[src/amcs_pkg.sv]
// ----------------------------------------------------------------------------
// amcs_pkg
// Shared types and constants of the adaptive modulation and coding selector.
// ----------------------------------------------------------------------------
`default_nettype none

package amcs_pkg;

    localparam int SNR_BITS        = 12;
    localparam int HYST_BITS       = 10;
    localparam int MIN_FRAMES_BITS = 16;
    localparam int CFG_DATA_BITS   = 16;
    localparam int CFG_INDEX_BITS  = 1;
    localparam int FRAME_COUNT_BITS_DEFAULT = 20;

    typedef logic signed [SNR_BITS-1:0]      snr_t;
    typedef logic [HYST_BITS-1:0]            hyst_t;
    typedef logic [MIN_FRAMES_BITS-1:0]      min_frames_t;
    typedef logic [CFG_DATA_BITS-1:0]        cfg_data_t;
    typedef logic [CFG_INDEX_BITS-1:0]       cfg_index_t;

    typedef enum logic [1:0] {
        MOD_BPSK  = 2'd0,
        MOD_QPSK  = 2'd1,
        MOD_QAM16 = 2'd2,
        MOD_QAM64 = 2'd3
    } mod_t;

    typedef enum logic [2:0] {
        RATE_1_4 = 3'd0,
        RATE_1_2 = 3'd1,
        RATE_2_3 = 3'd2,
        RATE_3_4 = 3'd3,
        RATE_5_6 = 3'd4
    } rate_t;

    localparam cfg_index_t REG_HYSTERESIS_LEVEL  = 1'd0;
    localparam cfg_index_t REG_MIN_STABLE_FRAMES = 1'd1;

    localparam hyst_t       HYST_RESET       = 10'd48;
    localparam min_frames_t MIN_FRAMES_RESET = 16'd5;
    localparam mod_t        MOD_RESET        = MOD_QAM64;
    localparam rate_t       RATE_RESET       = RATE_3_4;

    // Thresholds in 1/16 dB: 48, 44, 40, 36, 34, 32 and 28 dB
    localparam snr_t THR_48DB = 12'sd768;
    localparam snr_t THR_44DB = 12'sd704;
    localparam snr_t THR_40DB = 12'sd640;
    localparam snr_t THR_36DB = 12'sd576;
    localparam snr_t THR_34DB = 12'sd544;
    localparam snr_t THR_32DB = 12'sd512;
    localparam snr_t THR_28DB = 12'sd448;

    localparam int STABLE_MULTIPLIER = 10;

endpackage

`default_nettype wire

[src/amcs_meas_if.sv]
// ----------------------------------------------------------------------------
// amcs_meas_if
// Measurement channel: one SNR word per frame.
// ----------------------------------------------------------------------------
`default_nettype none

interface amcs_meas_if;
    logic             valid;
    logic             ready;
    amcs_pkg::snr_t   snr_level;

    modport source (output valid, output snr_level, input ready);
    modport sink   (input valid, input snr_level, output ready);
endinterface

`default_nettype wire

[src/amcs_sel_if.sv]
// ----------------------------------------------------------------------------
// amcs_sel_if
// Selection channel: switch flag, current and recommended mode per frame.
// ----------------------------------------------------------------------------
`default_nettype none

interface amcs_sel_if;
    logic             valid;
    logic             ready;
    logic             switched;
    amcs_pkg::mod_t   current_modulation;
    amcs_pkg::rate_t  current_code_rate;
    amcs_pkg::mod_t   recommended_modulation;
    amcs_pkg::rate_t  recommended_code_rate;

    modport source (output valid, output switched, output current_modulation,
                    output current_code_rate, output recommended_modulation,
                    output recommended_code_rate, input ready);
    modport sink   (input valid, input switched, input current_modulation,
                    input current_code_rate, input recommended_modulation,
                    input recommended_code_rate, output ready);
endinterface

`default_nettype wire

[src/adaptive_modcod_selector_unit.sv]
// ----------------------------------------------------------------------------
// adaptive_modcod_selector_unit
// Maps per-frame SNR to a modulation and code rate, with hysteresis.
// ----------------------------------------------------------------------------
// One SNR word is taken per cycle unless the input side stalls. Each word lands
// in an input register; from it the threshold table, the SNR change against
// the last switch and the frame count compare are evaluated, and the mode
// state and the result register update together as the word advances. The
// input side stalls only when both the input and the result register hold a
// word and the result is not taken. Registers are written on cfg_we (index 0
// hysteresis_level, index 1 min_stable_frames); the user must write them only
// while idle, which the block itself does not enforce.
`default_nettype none

module adaptive_modcod_selector_unit #(
    parameter int FRAME_COUNT_BITS = amcs_pkg::FRAME_COUNT_BITS_DEFAULT
) (
    input  wire logic                 clk,
    input  wire logic                 rst_n,
    input  wire logic                 cfg_we,
    input  wire amcs_pkg::cfg_index_t cfg_index,
    input  wire amcs_pkg::cfg_data_t  cfg_data,
    amcs_meas_if.sink                 meas,
    amcs_sel_if.source                sel
);

    localparam int LIMIT_BITS = amcs_pkg::MIN_FRAMES_BITS + 4;
    localparam int CMP_BITS   = (FRAME_COUNT_BITS > LIMIT_BITS) ? FRAME_COUNT_BITS
                                                                : LIMIT_BITS;
    localparam int SNR_BITS   = amcs_pkg::SNR_BITS;

    typedef logic [FRAME_COUNT_BITS-1:0] count_t;

    amcs_pkg::hyst_t       hyst_reg;
    amcs_pkg::min_frames_t min_frames_reg;

    amcs_pkg::mod_t  active_mod_reg,  active_mod_next;
    amcs_pkg::rate_t active_rate_reg, active_rate_next;
    amcs_pkg::snr_t  last_snr_reg,    last_snr_next;
    count_t          frames_reg,      frames_next;

    logic            in_valid_reg;
    amcs_pkg::snr_t  in_snr_reg;

    logic            out_valid_reg;
    logic            out_sw_reg,          out_sw_next;
    amcs_pkg::mod_t  out_table_mod_reg,   table_mod;
    amcs_pkg::rate_t out_table_rate_reg,  table_rate;

    logic out_free;
    logic advance;

    logic signed [SNR_BITS:0] diff;
    logic [SNR_BITS-1:0]      change;
    logic [LIMIT_BITS-1:0]    long_count;
    logic                     same_mode;
    logic                     allow;

    assign out_free   = !out_valid_reg || sel.ready;
    assign advance    = in_valid_reg && out_free;
    assign meas.ready = !in_valid_reg || out_free;

    // threshold table, strictly greater than
    always_comb
    begin
        if (in_snr_reg > amcs_pkg::THR_48DB)
        begin
            table_mod = amcs_pkg::MOD_QAM64; table_rate = amcs_pkg::RATE_5_6;
        end
        else if (in_snr_reg > amcs_pkg::THR_44DB)
        begin
            table_mod = amcs_pkg::MOD_QAM64; table_rate = amcs_pkg::RATE_3_4;
        end
        else if (in_snr_reg > amcs_pkg::THR_40DB)
        begin
            table_mod = amcs_pkg::MOD_QAM16; table_rate = amcs_pkg::RATE_3_4;
        end
        else if (in_snr_reg > amcs_pkg::THR_36DB)
        begin
            table_mod = amcs_pkg::MOD_QAM16; table_rate = amcs_pkg::RATE_2_3;
        end
        else if (in_snr_reg > amcs_pkg::THR_34DB)
        begin
            table_mod = amcs_pkg::MOD_QPSK;  table_rate = amcs_pkg::RATE_2_3;
        end
        else if (in_snr_reg > amcs_pkg::THR_32DB)
        begin
            table_mod = amcs_pkg::MOD_QPSK;  table_rate = amcs_pkg::RATE_1_2;
        end
        else if (in_snr_reg > amcs_pkg::THR_28DB)
        begin
            table_mod = amcs_pkg::MOD_BPSK;  table_rate = amcs_pkg::RATE_1_2;
        end
        else
        begin
            table_mod = amcs_pkg::MOD_BPSK;  table_rate = amcs_pkg::RATE_1_4;
        end
    end

    always_comb
    begin
        diff       = {in_snr_reg[SNR_BITS-1], in_snr_reg}
                   - {last_snr_reg[SNR_BITS-1], last_snr_reg};
        change     = diff[SNR_BITS] ? SNR_BITS'(-diff) : diff[SNR_BITS-1:0];
        long_count = LIMIT_BITS'(min_frames_reg)
                   * LIMIT_BITS'(amcs_pkg::STABLE_MULTIPLIER);
        same_mode  = (table_mod == active_mod_reg) && (table_rate == active_rate_reg);
        allow      = (change >= SNR_BITS'(hyst_reg))
                  || (CMP_BITS'(frames_reg) >= CMP_BITS'(long_count));

        active_mod_next  = active_mod_reg;
        active_rate_next = active_rate_reg;
        last_snr_next    = last_snr_reg;
        out_sw_next      = 1'b0;
        // saturate the frame counter
        frames_next      = (frames_reg == '1) ? frames_reg : frames_reg + 1'b1;

        if (!same_mode && allow)
        begin
            active_mod_next  = table_mod;
            active_rate_next = table_rate;
            last_snr_next    = in_snr_reg;
            frames_next      = '0;
            out_sw_next      = 1'b1;
        end
    end

    always_ff @(posedge clk or negedge rst_n)
    begin
        if (!rst_n)
        begin
            hyst_reg        <= amcs_pkg::HYST_RESET;
            min_frames_reg  <= amcs_pkg::MIN_FRAMES_RESET;
            active_mod_reg  <= amcs_pkg::MOD_RESET;
            active_rate_reg <= amcs_pkg::RATE_RESET;
            last_snr_reg    <= '0;
            frames_reg      <= '0;
            in_valid_reg    <= 1'b0;
            out_valid_reg   <= 1'b0;
        end
        else
        begin
            if (cfg_we)
            begin
                case (cfg_index)
                    amcs_pkg::REG_HYSTERESIS_LEVEL:
                        hyst_reg <= cfg_data[amcs_pkg::HYST_BITS-1:0];
                    amcs_pkg::REG_MIN_STABLE_FRAMES:
                        min_frames_reg <= cfg_data[amcs_pkg::MIN_FRAMES_BITS-1:0];
                    default: ;
                endcase
            end

            if (meas.ready)
            begin
                in_valid_reg <= meas.valid;
            end

            if (advance)
            begin
                active_mod_reg  <= active_mod_next;
                active_rate_reg <= active_rate_next;
                last_snr_reg    <= last_snr_next;
                frames_reg      <= frames_next;
            end

            if (out_free)
            begin
                out_valid_reg <= in_valid_reg;
            end
        end
    end

    always_ff @(posedge clk)
    begin
        if (meas.ready && meas.valid)
        begin
            in_snr_reg <= meas.snr_level;
        end
        if (advance)
        begin
            out_sw_reg         <= out_sw_next;
            out_table_mod_reg  <= table_mod;
            out_table_rate_reg <= table_rate;
        end
    end

    // current mode in the result equals the state written with it
    assign sel.valid                  = out_valid_reg;
    assign sel.switched               = out_sw_reg;
    assign sel.current_modulation     = active_mod_reg;
    assign sel.current_code_rate      = active_rate_reg;
    assign sel.recommended_modulation = out_table_mod_reg;
    assign sel.recommended_code_rate  = out_table_rate_reg;

endmodule

`default_nettype wire

[src/flat_wrapper.sv]
// flat-port wrapper written by rule: the top's interface ports become plain ports
module adaptive_modcod_selector_unit_flat 
#(
    parameter int FRAME_COUNT_BITS = amcs_pkg::FRAME_COUNT_BITS_DEFAULT
)
  (clk, rst_n, cfg_we, cfg_index, cfg_data, meas_valid, meas_snr_level, meas_ready, sel_valid, sel_switched, sel_current_modulation, sel_current_code_rate, sel_recommended_modulation, sel_recommended_code_rate, sel_ready);
  amcs_meas_if meas_i ();
  amcs_sel_if sel_i ();
  input  wire logic clk;
  input  wire logic rst_n;
  input  wire logic cfg_we;
  input  wire amcs_pkg::cfg_index_t cfg_index;
  input  wire amcs_pkg::cfg_data_t cfg_data;
  input wire logic [$bits(meas_i.valid)-1:0] meas_valid;
  input wire logic [$bits(meas_i.snr_level)-1:0] meas_snr_level;
  output wire logic [$bits(meas_i.ready)-1:0] meas_ready;
  output wire logic [$bits(sel_i.valid)-1:0] sel_valid;
  output wire logic [$bits(sel_i.switched)-1:0] sel_switched;
  output wire logic [$bits(sel_i.current_modulation)-1:0] sel_current_modulation;
  output wire logic [$bits(sel_i.current_code_rate)-1:0] sel_current_code_rate;
  output wire logic [$bits(sel_i.recommended_modulation)-1:0] sel_recommended_modulation;
  output wire logic [$bits(sel_i.recommended_code_rate)-1:0] sel_recommended_code_rate;
  input wire logic [$bits(sel_i.ready)-1:0] sel_ready;
  assign meas_i.valid = meas_valid;
  assign meas_i.snr_level = meas_snr_level;
  assign meas_ready = meas_i.ready;
  assign sel_valid = sel_i.valid;
  assign sel_switched = sel_i.switched;
  assign sel_current_modulation = sel_i.current_modulation;
  assign sel_current_code_rate = sel_i.current_code_rate;
  assign sel_recommended_modulation = sel_i.recommended_modulation;
  assign sel_recommended_code_rate = sel_i.recommended_code_rate;
  assign sel_i.ready = sel_ready;
  adaptive_modcod_selector_unit #(.FRAME_COUNT_BITS(FRAME_COUNT_BITS)) u_core (.clk(clk), .rst_n(rst_n), .cfg_we(cfg_we), .cfg_index(cfg_index), .cfg_data(cfg_data), .meas(meas_i), .sel(sel_i));
endmodule
[config.mk]
export PLATFORM = sky130hd
export DESIGN_NAME = adaptive_modcod_selector_unit_flat
export DESIGN_NICKNAME = d
export VERILOG_FILES = /design/src/amcs_pkg.sv /design/src/amcs_meas_if.sv /design/src/amcs_sel_if.sv /design/src/adaptive_modcod_selector_unit.sv /design/src/flat_wrapper.sv
export SDC_FILE = /design/constraint.sdc
export NUM_CORES = 1
export LEC_CHECK = 0
export BUFFER_PORTS_ARGS = -buffer_cell sky130_fd_sc_hd__buf_2
export CORE_MARGIN = 1
export CORE_UTILIZATION = 45
export CTS_BUF_LIST = sky130_fd_sc_hd__clkbuf_4
export DETAILED_ROUTE_END_ITERATION = 10
export GPL_TIMING_DRIVEN = 0
export MAX_ROUTING_LAYER = met4
export PLACE_DENSITY_LB_ADDON = 0.2
export SYNTH_ARGS = -nofsm -noshare
export SYNTH_HDL_FRONTEND = slang
export SYNTH_SLANG_ARGS = --single-unit
[constraint.sdc]
create_clock -name clk -period 5.57 [get_ports clk]
set_input_delay 0.8355 -clock clk [delete_from_list [all_inputs] [get_ports clk]]
set_output_delay 0.8355 -clock clk [all_outputs]
set_load 0.02 [all_outputs]
## After elaboration in Yosys (flattened, before gate mapping)

Index checks and enable logic that the tools add are counted.
W data, S select, Z words.

- Output and inout bits: 13
- Word-level logic and storage cells: 61
- Register bits after elaboration: 83
- Input port bits: 34

- Add/subtract/negate cells: 3
- Bitwise operators: 1
- Reduce and logical (&&, ||, !) cells: 14
- Multipliers: 1
- Equality and inequality tests: 4
- Order comparisons: 9
- Muxes and demuxes: 17

Operators by type and width:

| kind | count |
|---|---|
| $gt A12 B11 Y1 const B | 6 |
| $mux W20 | 2 |
| $add A20 B1 Y20 const B | 1 |
| $eq A20 B20 Y1 const B | 1 |
| $ge A20 B20 Y1 | 1 |
| $mul A16 B3 Y19 const B | 1 |
| $mux W3 | 6 |
| $sub A12 B12 Y13 | 1 |
| $ge A12 B10 Y1 | 1 |
| $gt A12 B10 Y1 const B | 1 |
| $mux W12 | 1 |
| $neg A12 Y12 | 1 |
| $mux W2 | 5 |
| $reduce_and A2 Y1 | 4 |
| $logic_and A1 B1 Y1 | 4 |
| $eq A3 B3 Y1 | 1 |
| $logic_not A1 Y1 | 3 |
| $logic_or A1 B1 Y1 | 3 |
| $mux W1 | 3 |
| $eq A2 B2 Y1 | 1 |
| $ne A2 B2 Y1 const B | 1 |
| $not A1 Y1 | 1 |

## Depth between registers and ports, before layout

- Word-level depth: 14
- Mapped depth: 25
- Gate-level depth less buffers: 23

## Worst setup path after synthesis

No wires, ideal clock.

- Kind: register to register
- From: register u_core.min_frames_reg[2]
- To: register u_core.last_snr_reg[10]
- Path buffers: 1
- Path slack: 0.862 ns
- Library setup time: 0.125 ns
- Arrival time: 4.583 ns
- Stages on the path, launching flop included: 23
- Required time: 5.445 ns
- Clock period less this slack: 4.708 ns
- Cells stage by stage: dfstp_2 -> ha_1 -> ha_1 -> a21o_1 -> a21oi_1 -> o21ai_0 -> a21oi_1 -> o21ai_0 -> a21boi_0 -> nand2b_1 -> a21oi_1 -> xor2_1 -> ha_1 -> nand3_1 -> nor4_1 -> o31ai_1 -> a31oi_1 -> a2111oi_0 -> o21ai_0 -> a211oi_1 -> a31oi_4 -> buf_6 -> mux2_4

- Word-level cells in the longest chain between the ends: 5

Ends and longest elaborated chain:

| item | RTL line | source |
|---|---|---|
| start: declaration | adaptive_modcod_selector_unit.sv:35 | `amcs_pkg::min_frames_t min_frames_reg;` |
| start signal: assignment | adaptive_modcod_selector_unit.sv:133 | `min_frames_reg <= amcs_pkg::MIN_FRAMES_RESET;` |
| start signal: assignment | adaptive_modcod_selector_unit.sv:149 | `min_frames_reg <= cfg_data[amcs_pkg::MIN_FRAMES_BITS-1:0];` |
| $mul A16 B3 Y19 | adaptive_modcod_selector_unit.sv:106 | `* LIMIT_BITS'(amcs_pkg::STABLE_MULTIPLIER);` |
| $ge A20 B20 Y1 | adaptive_modcod_selector_unit.sv:109 | `\|\| (CMP_BITS'(frames_reg) >= CMP_BITS'(long_count));` |
| $logic_or A1 B1 Y1 | adaptive_modcod_selector_unit.sv:109 |  |
| $logic_and A1 B1 Y1 | adaptive_modcod_selector_unit.sv:118 | `if (!same_mode && allow)` |
| $reduce_and A2 Y1 (no line) | n/a |  |
| end signal: assignment | adaptive_modcod_selector_unit.sv:163 | `last_snr_reg <= last_snr_next;` |
| end: declaration | adaptive_modcod_selector_unit.sv:39 | `amcs_pkg::snr_t last_snr_reg, last_snr_next;` |

No other way between the ends.
A chain may end at the register's enable or synchronous reset.

## Final worst setup path

- From: register u_core.min_frames_reg[2]
- To: register u_core.last_snr_reg[5]

The elaborated chain is that of the path after synthesis.

==> results.py <==
metrics = {
    "detailed_routing": {
        "drc_errors": 0,
        "drtIter0Drc": 194,
        "drtAntennaViolNets": 0,
        "viasPerCell": 5.28,
        "routedWlPerCell_um": 13.9,
        "first_pass_iters": 4,
        "vias": 4162,
        "routed_wl_um": 11000,
    },
    "worst_setup_path": {
        "endpoint_kind": "register",
        "critPathCapture": "u_core.last_snr_reg[5]",
        "slowest_stage": "dfstp_2",
        "crit_start": "u_core.min_frames_reg[2]",
        "cp_top_family": "compound AO/OA/AOI/OAI gates",
        "r2r_end": "u_core.last_snr_reg[5]",
        "reg2reg_depth": 23,
        "worst-path-buf-inv": 2,
        "cp_slowest_stage_delay_ps": 590,
        "path_cells": "ha_1 > ha_1 > a21o_1 > a21oi_1 > o21ai_0 > a21oi_1 > o21ai_1 > a21boi_1 > nand2b_1 > a21oi_1 > xor2_1 > ha_1 > nand3_1 > nor4_1 > o31ai_1 > a31oi_1 > a2111oi_1 > o21ai_1 > a211oi_2 > buf_4 > a31oi_4 > buf_4 > mux2_2",
        "ff2ff_setup_slack_ps": 490,
        "regToRegStartpoint": "u_core.min_frames_reg[2]",
        "critPathLaunchType": "register",
        "worstPathArrival_ps": 5430,
        "cp.depth": 23,
        "crit_fanout": 8,
        "path_class": "reg2reg",
        "required_ps": 5920,
    },
    "yosys": {
        "syn_nets": 663,
        "synth_cell_types": 63,
        "synth_mux_area_frac": 0.0742,
        "yosys_warnings": 0,
        "synth_edf_count": 18,
        "async_reset_ff_frac": 0.783,
        "synth_cells": 556,
        "synth-seq-cells": 83,
        "yosysSeqAreaShare": 0.382,
        "synth-xor-area-share": 0.0720,
        "syn_area_per_cell_um2": 10.3,
        "synthesis.area_um2": 5700,
        "synthSimpleGateAreaFrac": 0.134,
        "synth_fa_ha_area_frac": 0.163,
        "synth_ff_type": "dfrtp_1",
        "synth_top_family_by_area": "adder cells",
        "synth_compound_area_frac": 0.137,
    },
    "die": {
        "row_count": 40,
        "ios": 47,
        "die-height_um": 115,
        "core_area_um2": 12200,
        "die-area_um2": 13100,
        "die_w_um": 115,
        "start_util": 0.469,
    },
    "timing": {
        "period_share": 0.912,
        "period_minus_slack_ps": 5080,
        "rsz0062_at_grt": "false",
        "maxSlewViolCount": 0,
        "fin_ws_ps": 493,
        "slew_headroom": 0.436,
        "setup_viol": 0,
        "max_freq_mhz": 197,
        "skew_ps": 22.6,
        "worst_pin_slew_ps": 845,
        "finalHoldViolCount": 0,
    },
    "layout": {
        "syn_to_final_growth_pct": 10.6,
        "drive_above_1_share": 0.197,
        "final_cell_mix": "ha_1 (71), dfrtp_1 (57), buf_2 (46), inv_1 (44), nor2_1 (37)",
        "num-nets-final": 722,
        "largest_reg_flops": 20,
        "diodes": 0,
        "final_common_cell": "ha_1",
        "final_design_area_no_fill_um2": 6300,
    },
    "place": {
        "hpwl_um": 8520,
        "place.gp.congestion": 0.826,
        "port_buffers": 46,
        "placed_cell_area_um2": 6140,
        "preCtsSetupSlack_ps": -218,
    },
    "run": {
        "max_cap_violations": 0,
    },
    "clock_network": {
        "cts.sinks": 83,
        "clk_pin_slew_ps": 140,
        "h-tree-depth": 3,
        "cts_root_buf": "clkbuf_4",
        "cts_max_path_buffers": 2,
        "cts_buffers": 9,
        "tritoncts": "yes",
        "clk_latency_ps": 470,
    },
    "outcome": {
        "status": "complete, no violations",
    },
    "grt": {
        "grtUsageTotal": 0.189,
        "grt_first_pass_wirelength_um": 18600,
        "antenna_found_initial": 0,
        "globalRouteOverflowTotal": 0,
        "grt_max_degree": 66,
        "grt_pass1_vias": 4040,
    },
    "power": {
        "vdd_drop_max_mv": 0.281,
        "leakagePower_nw": 2.91,
        "p_per_area_nw_per_um2": 474,
        "power_mw": 2.99,
    },
    "min_path": {
        "hold_class": "in2async",
    },
}
synth_stat cells (4+ instances only):
library cell,n,area (µm²)
nor2_1,37,139
and3_1,6,37.5
inv_1,44,165
a21o_1,7,52.6
xor2_1,27,236
nor2b_1,7,43.8
mux2_4,6,90.1
a31oi_1,4,25.0
o21ai_0,30,150
nand2b_1,16,100
o41ai_1,4,35.0
xnor2_1,18,158
ha_1,71,888
o21a_1,4,30.0
clkbuf_1,6,22.5
edfxtp_1,18,541
and2_1,5,31.3
dfrtp_1,57,1430
nand3_1,18,90.1
nor4_1,4,25.0
mux2i_1,4,40.0
nand2_1,35,131
mux2_2,26,293
a21oi_1,22,110
a211oi_1,6,45.0
dfstp_2,8,210
nor3_1,11,55.1
area by class of cell:
class / instances / area [µm²]
Clock inverter: 6 / 65.1
Timing Repair Buffer: 48 / 248
Sequential cell: 83 / 2180
Tap cell: 168 / 210
Fill cell: 1141 / 5860
Inverter: 44 / 165
Clock buffer: 10 / 75.1
Buffer: 9 / 50.0
Multi-Input combinational cell: 420 / 3310
cells by family after synthesis:
group | after synthesis
AO/OA/AOI/OAI | 113
XOR/XNOR | 46
adder cells (fa/ha/maj) | 73
buffers and inverters | 53
flip-flops | 83
multiplexers | 36
AND/OR/NAND/NOR | 152
where the power goes:
part | internal [mW] | switching (mW) | total [mW]
sequential | 0.747 | 0.0748 | 0.822
combinational | 0.812 | 0.988 | 1.80
clock | 0.143 | 0.221 | 0.363
total | 1.70 | 1.28 | 2.99
through the flow:
stage | utilization | hold slack, ps | instances | setup TNS [ps]
2_1_floorplan | - | 449 | 556 | 0
3_3_place_gp | 0.505 | 464 | 770 | -953
3_5_place_dp | 0.505 | 475 | 770 | -2800
4_1_cts | 0.517 | 450 | 786 | 0
5_1_grt | 0.518 | 440 | 788 | 0
6_report | 0.518 | 446 | 788 | 0
per-layer routing:
metal	track usage	vias up	wire length, µm
li1	-	2114	-
met1	0.224	1967	4950
met2	0.313	63	5440
met3	0.0482	18	370
met4	0.0649	0	196
met5	-	-	0
what timing repair did:
action / in CTS / in global routing
resized for setup: 1 / 4
endpoints found under the setup margin: 37 / 38
buffers inserted: 0 / 2
hold buffers: 0 / 0
pin swaps: 0 / 3
worst min-delay path by stage:
stage	from	to	slack, ps	cells after the start
CTS	rst_n	u_core.frames_reg[17]	450	1
global route	rst_n	u_core.frames_reg[2]	440	1
finish	rst_n	u_core.frames_reg[17]	450	1
global placement	u_core.in_valid_reg	u_core.sel.valid	460	1
detailed placement	u_core.in_valid_reg	u_core.sel.valid	480	1
floorplan	u_core.in_valid_reg	u_core.sel.valid	450	1
Note: power is estimated with default switching activity, not from simulation.
